[config.mk]
export PLATFORM = sky130hd
export DESIGN_NAME = dmpid_ctrl
export DESIGN_NICKNAME = d
export VERILOG_FILES = /design/src/rtl/core/dmpid_pkg.sv /design/src/rtl/core/dmpid_ctrl.sv
export SDC_FILE = /design/constraint.sdc
export NUM_CORES = 1
export LEC_CHECK = 0
export ABC_AREA = 1
export BUFFER_PORTS_ARGS = -buffer_cell sky130_fd_sc_hd__buf_4
export CAP_MARGIN = 25
export CELL_PAD_IN_SITES_DETAIL_PLACEMENT = 0
export CELL_PAD_IN_SITES_GLOBAL_PLACEMENT = 1
export CORE_AREA = 4 4 41 43
export CTS_BUF_LIST = sky130_fd_sc_hd__clkbuf_4
export DETAILED_ROUTE_END_ITERATION = 12
export DIE_AREA = 0 0 45 47
export PLACE_DENSITY = 0.78
export SYNTH_ARGS = -nofsm -noshare
export SYNTH_HDL_FRONTEND = slang
export SYNTH_SLANG_ARGS = --single-unit
[constraint.sdc]
create_clock -name clk_i -period 1.6 [get_ports clk_i]
set_clock_uncertainty 0.1 [all_clocks]
set_input_delay 0.32 -clock clk_i [delete_from_list [all_inputs] [get_ports clk_i]]
set_output_delay 0.32 -clock clk_i [all_outputs]
set_load 0.1 [all_outputs]
[src/rtl/core/dmpid_pkg.sv]
package dmpid_pkg;

  localparam int OPCODE_W       = 3;
  localparam int ERR_W          = 32;
  localparam int GAIN_W         = 24;
  localparam int OUT_W          = 25;
  localparam int CFG_IDX_W      = 3;
  localparam int LOOP_COUNT_DEF = 5;

  // datapath widths
  localparam int DIFF_W = ERR_W + 1;                // e - last and e + last
  localparam int PROD_W = GAIN_W + 1 + DIFF_W;      // signed gain times signed operand
  localparam int FRAC_W = 16;
  localparam int TERM_W = PROD_W - FRAC_W;          // product brought back to q16.16
  localparam int PD_W   = TERM_W + 1;
  localparam int SUM_W  = PD_W + 1;

  localparam int ANGLE_HALF = 32768;                // half of 2^16
  localparam int RATE_HALF  = 16384000;             // half of 2^16 * 500
  localparam int LIMIT_MAIN = 11796480;             // 180.0
  localparam int LIMIT_YAW  = 2359296;              // 36.0

  localparam logic [GAIN_W-1:0] YAW_P_RESET = 24'd32768;
  localparam logic [GAIN_W-1:0] YAW_I_RESET = 24'd131072;

  // constant divide for the trapezoidal 1/500 factor: 500 = 4 * 125
  localparam int DIV_DEN     = 500;
  localparam int DIV_N_W     = 34;
  localparam int DIV_LOW_W   = 2;                   // the factor 4 is a shift
  localparam int DIV_M_W     = DIV_N_W - DIV_LOW_W;
  localparam int DIV_RECIP_W = 29;
  localparam logic [DIV_RECIP_W-1:0] DIV_RECIP = 29'd274877907;  // ceil(2^35 / 125)
  localparam int DIV_SHIFT   = 35;
  localparam int DIV_P_W     = DIV_M_W + DIV_RECIP_W;
  localparam int DIV_Q_W     = 27;                  // signed quotient, magnitude up to 2^25
  localparam logic signed [TERM_W-1:0] DIV_SAT = 42'sd16777216000;  // 500 * 2^25

  typedef enum logic [OPCODE_W-1:0] {
    OP_ANGLE_ROLL  = 3'd0,
    OP_ANGLE_PITCH = 3'd1,
    OP_RATE_ROLL   = 3'd2,
    OP_RATE_PITCH  = 3'd3,
    OP_RATE_YAW    = 3'd4,
    OP_CLEAR       = 3'd5
  } op_e;

  typedef enum logic [CFG_IDX_W-1:0] {
    CFG_ANGLE_P = 3'd0,
    CFG_ANGLE_I = 3'd1,
    CFG_ANGLE_D = 3'd2,
    CFG_RATE_P  = 3'd3,
    CFG_RATE_I  = 3'd4,
    CFG_RATE_D  = 3'd5,
    CFG_YAW_P   = 3'd6,
    CFG_YAW_I   = 3'd7
  } cfg_e;

  typedef enum logic [3:0] {
    ST_IDLE,
    ST_MUL_P,
    ST_MUL_D,
    ST_MUL_I,
    ST_ROUND_I,
    ST_DIV_LOAD,
    ST_DIVIDE,
    ST_INTEG,
    ST_FINISH
  } state_e;

  typedef struct packed {
    logic load;
    logic mul_p;
    logic mul_d;
    logic mul_i;
    logic round_i;
    logic div_load;
    logic integ;
    logic finish;
  } cmd_t;

  typedef struct packed {
    logic op_valid;
    logic is_rate;
    logic div_done;
  } stat_t;

  typedef struct packed {
    logic [OUT_W-1:0] val;
    logic             hit;
  } clamp_t;

endpackage

[src/rtl/core/dmpid_ctrl.sv]
module dmpid_ctrl import dmpid_pkg::*; (
  input  logic  clk_i,
  input  logic  rst_ni,
  input  logic  in_valid_i,
  output logic  in_stall_o,
  output logic  out_valid_o,
  input  logic  out_stall_i,
  input  stat_t stat_i,
  output cmd_t  cmd_o
);

  state_e state_q, state_d;
  logic   out_valid_q, out_valid_d;
  logic   out_free;

  // output register can take a new result when empty or being drained
  assign out_free = !out_valid_q || !out_stall_i;

  always_comb begin
    state_d = state_q;
    case (state_q)
      ST_IDLE:     if (in_valid_i) state_d = ST_MUL_P;
      ST_MUL_P:    state_d = stat_i.op_valid ? ST_MUL_D : ST_FINISH;
      ST_MUL_D:    state_d = ST_MUL_I;
      ST_MUL_I:    state_d = ST_ROUND_I;
      ST_ROUND_I:  state_d = stat_i.is_rate ? ST_DIV_LOAD : ST_INTEG;
      ST_DIV_LOAD: state_d = ST_DIVIDE;
      ST_DIVIDE:   if (stat_i.div_done) state_d = ST_INTEG;
      ST_INTEG:    state_d = ST_FINISH;
      ST_FINISH:   if (out_free) state_d = ST_IDLE;
      default:     state_d = ST_IDLE;
    endcase
  end

  always_comb begin
    cmd_o          = '0;
    cmd_o.load     = (state_q == ST_IDLE) && in_valid_i;
    cmd_o.mul_p    = (state_q == ST_MUL_P);
    cmd_o.mul_d    = (state_q == ST_MUL_D);
    cmd_o.mul_i    = (state_q == ST_MUL_I);
    cmd_o.round_i  = (state_q == ST_ROUND_I);
    cmd_o.div_load = (state_q == ST_DIV_LOAD);
    cmd_o.integ    = (state_q == ST_INTEG);
    cmd_o.finish   = (state_q == ST_FINISH) && out_free;
    out_valid_d    = cmd_o.finish || (out_valid_q && out_stall_i);
  end

  always_ff @(posedge clk_i or negedge rst_ni) begin
    if (!rst_ni) begin
      state_q     <= ST_IDLE;
      out_valid_q <= 1'b0;
    end else begin
      state_q     <= state_d;
      out_valid_q <= out_valid_d;
    end
  end

  assign in_stall_o  = (state_q != ST_IDLE);
  assign out_valid_o = out_valid_q;

`ifndef SYNTHESIS
  a_div_done_in_divide: assert property (@(posedge clk_i) disable iff (!rst_ni)
    stat_i.div_done |-> (state_q == ST_DIVIDE))
    else $error("divider done outside divide state");

  a_finish_no_overwrite: assert property (@(posedge clk_i) disable iff (!rst_ni)
    cmd_o.finish |-> !(out_valid_q && out_stall_i))
    else $error("result register overwritten while stalled");

  a_finish_gives_valid: assert property (@(posedge clk_i) disable iff (!rst_ni)
    cmd_o.finish |=> out_valid_q)
    else $error("finished transaction did not raise valid");

  a_divide_waits: assert property (@(posedge clk_i) disable iff (!rst_ni)
    (state_q == ST_DIVIDE && !stat_i.div_done) |=> (state_q == ST_DIVIDE))
    else $error("left divide state before quotient ready");
`endif

endmodule

# Word level (Yosys, flattened, before mapping)
# Index checks and enable logic that the tools add are counted.
[totals]
ff_bits = 5
latch_bits = 0
mem_bits_rw = 0
mem_bits_ro = 0
out_inout_bits = 10
memories = 0
[classes]
n_addsub = 0
multipliers = 0
div_mod_pow = 0
order_cmp = 0
eq_ne = 11
n_shift = 0
muxes = 6
n_bitwise = 0
n_reduce_logical = 10
[op_table]
columns = ["operator", "count"]
rows = [
  ["case mux 4 bit (9 select lines)", 1],
  ["== test 4 x 3 -> 1 bit (second input constant)", 4],
  ["2-to-1 mux 4 bit", 4],
  ["== test 4 x 2 -> 1 bit (second input constant)", 2],
  ["inequality test 2 bit (second input constant)", 3],
  ["== test 4 x 1 -> 1 bit (second input constant)", 1],
  ["== test 4 bit (second input constant)", 1],
  ["logical NOT 4 bit", 1],
  ["nonzero test 4 bit", 1],
  ["logical AND 1 bit", 3],
  ["AND reduction 3 bit", 1],
  ["logical NOT 1 bit", 2],
  ["logical OR 1 bit", 2],
  ["2-to-1 mux 2 bit", 1],
]

# Depth between registers and ports, before layout
[logic_depth]
ltp_word = 4
depth_mapped = 6
mapped_depth_nobuf = 6

# Worst setup path before layout
# Ideal clock, no wire load.
[synth_timing]
path_kind = "register to output"
startpoint = "register state_q[0]"
endpoint = "output cmd_o[7] in the netlist's numbering"
arrival_time_ps = 2766
path_slack_ps = -1586
path_stages_with_launch = 5
path_cell_list = "dfrtp_1 > buf_6 > nor2_2 > nand2_1 > nor2_1"
[synth_rtl]
columns = ["item", "line_no", "rtl"]
rows = [
  ["start: declaration", "dmpid_ctrl.sv:12", "state_e state_q, state_d;"],
  ["start signal: assignment", "dmpid_ctrl.sv:53", "state_q <= state_d;"],
  ["end: declaration", "dmpid_ctrl.sv:9", "output cmd_t cmd_o"],
]

==> impl_results.md <==
- Failing checks: negative setup slack
- Drc violations: 0
- Post-Syn Nets: 55
- Leading area contributor after synthesis: dfrtp_1
- Final WS setup: -125.0 ps
- Worst-path clk slew: 50 ps
- Root buf cell: clkbuf_4
- FF+latch count, synth: 5
- Hold Path Class: in2reg
- Core Rows: 13
- First-pass DRT Iterations: 2
- Primary FF master, synth: dfrtp_1
- DRT met1 WL: 506 µm
- H-tree levels: 1
- Dpl cells: 84
- Reg2reg path depth: 9
- First-pass GRT wire length: 1869 µm
- Seq/Total Area, Yosys: just under 40%
- Die Area: around 2100 µm²
- RR Startpoint: state_q[3]$_DFFE_PN0P_
- Top Layer Used: met4
- NumNets Final: 88
- R2R Path End: state_q[0]$_DFFE_PN0P_
- Fraction of layout cells with a size suffix above 1: approximately 70%
- Grt ovf: 0
- PortBufs: 16
- Initial antenna violation count: 0
- CTS max path bufs: 2
- Slew Limit Fails: 0
- CTS sink cnt: 5
- Clk_lat worst skew: roughly 240 ps
- Area delta synth->final: 155.4%
- Crit path launch type: flop
- Status: complete, but fails checks
- YS warnings: 0
- CP arrival: 1300 ps
- Worst Hold Launch: out_stall_i
- Die Height: around 47 µm
- Synth unique cells: 14
- Vias in the first global route: 450
- Final Hold Fails: 0
- Hpwl dp: between 700 and 800 µm
- Post-Synthesis Cells: between 40 and 50
- CORE AREA: between 1000 and 1500 µm²
- Maximum clock rate: around 0.58 GHz
- DR iter-0 viols: 7
- Ant diodes: 0
- Metal2 WL: between 500 and 600 µm
- Met3 WL: 31 µm
- Hold endpoint: out_valid_o$_DFF_PN0_
- Fillers: between 100 and 150
- Synth cell count leaders: 11 x nand2_1, 8 x nor2_1, 7 x inv_1
- Required time worst endpoint: approximately 1200 ps
- WS Path Type: reg2out
- DRT antenna net count: 0
- GRT Overall Usage: approximately an eighth
- Async set-reset flop share out of synthesis: 100.0%
- Top post-synthesis cells by area: dfrtp_1 38%, nand2_1 13%, nor2_1 9.2%
- Final setup viols: 9
- Initial core utilization: between 20 and 30%
- Post-Syn Area: ~330 µm²
- Final Wtd Congestion: 0.8441
- Unrepaired setup endpoints after global routing: yes
- Worst-Margin Slew: roughly 280 ps
- Crit-path max FO: 4
- Worst rel slew slack: approximately 82%
- Min Clock Period, post-route: 1725 ps
- Final Cycle Share: 107.8%
- IO Count: 17
- Drt total wl: between 1000 and 1500 µm
- CTS tree: built
- EDFF count, synth: 0
- WL/cell: between 10 and 15 µm
- Flop2flop setup slack: 140 ps
- TritonCTS buffer count: 3
- Share of the synthesized area in the top cell type: a little under 40%
- Syn Area/Cell: 6.777 µm²
- WHS Path Cells: 3
- Non-filler cells in the finished layout: 95
- DR vias: around 420
- Vias/cell: roughly 4.4
- Max_cap viols: 0
- Pin count of the biggest net entering global routing: 8
- Most common cell in the netlist: nand2_1
- Die X: 45 µm
- Critical path capture point type: primary output
## sequential cells by signal, indices dropped and copies added, names as in the netlist
name,cells
out_valid_o,1
state_q,4
## area by class of cell
type                       instances  area [µm²]  area share [%]
sequential                         5       130.1           15.66
timing repair buffer              29       344.1           41.42
clock buffer                       4       30.03           3.614
multi-input combinational         34       274.0           32.98
tap                               15       18.77           2.259
inverter                           8       33.78           4.066
## worst max-delay path by stage
stage,slack (ps),to,start,cells after the start
after floorplan,-240,cmd_o[7],state_q[1]$_DFFE_PN0P_,3
after CTS,-140,cmd_o[7],state_q[2]$_DFFE_PN0P_,5
after global placement,-10,cmd_o[7],state_q[2]$_DFFE_PN0P_,5
final,-120,cmd_o[7],state_q[1]$_DFFE_PN0P_,5
after global routing,-180,cmd_o[7],state_q[0]$_DFFE_PN0P_,5
after detailed placement,-5,cmd_o[7],state_q[0]$_DFFE_PN0P_,5
## stage by stage
| step | setup slack, ps | util, % | cell area (µm²) | hold slack (ps) | setup TNS (ps) |
|---|---|---|---|---|---|
| floorplan | -245.0 | - | 421.7 | -75.59 | -1019 |
| global placement | -11.46 | 46.63 | 606.8 | 25.17 | -11.46 |
| detailed placement | -4.628 | 46.63 | 606.8 | 24.52 | -4.675 |
| CTS | -140.8 | 62.31 | 810.8 | 201.6 | -739.1 |
| global route | -182.9 | 63.85 | 830.8 | 230.0 | -1245 |
| finish | -125.0 | 63.85 | 830.8 | 203.1 | -771.0 |
## cells by family (layout without fill, tap and decap cells)
group                  after synthesis  count (layout)  synth area share (%)
AND/OR/NAND/NOR                     32              32                 44.62
flip-flops                           5               5                 38.46
AO/OA/AOI/OAI                        2               2                 4.230
buffers and inverters                9              41                 12.69
## worst max-delay path: stages (launching register included)
cell and delay [ps]:
dfrtp_2 440, nor2_4 170, buf_12 130, nand2_8 50, nor2_4 90, buf_12 180
## layout by cell type (no fill, tap or decap)
master | synthesis | layout
nor3_4 | 0 | 3
dfrtp_1 | 5 | 1
o2bb2ai_1 | 1 | 1
nand2_4 | 0 | 2
nor2_1 | 8 | 2
nand3_1 | 4 | 4
nand3b_1 | 1 | 1
clkbuf_4 | 0 | 4
buf_12 | 0 | 9
nor2_4 | 0 | 6
nand4_1 | 2 | 2
nor2_2 | 2 | 2
clkinvlp_4 | 0 | 1
nand2_2 | 0 | 2
dlygate4sd3_1 | 0 | 1
a21oi_1 | 1 | 1
nand2_1 | 11 | 6
inv_2 | 1 | 2
buf_6 | 1 | 3
dfrtp_2 | 0 | 4
nand2_8 | 0 | 1
inv_1 | 7 | 5
or2_1 | 1 | 1
buf_4 | 0 | 16
## metal layers
metal | vias to the layer above | global-route usage, %
li1 | 218 | -
met1 | 188 | 15.86
met2 | 10 | 20.06
met3 | 2 | 0
met4 | 0 | 7.018
met5 | - | 0
## what timing repair did
action,in CTS,in global routing
hold endpoints to repair,5,0
setup buffers,4,2
cloned,0,0
resized for setup,36,1
pin swaps,6,4
hold buffers,1,0
endpoints found under the setup margin,9,9
Power is not shown: default switching activity piles up to over one toggle a cycle in this logic, so the estimate is an artifact.
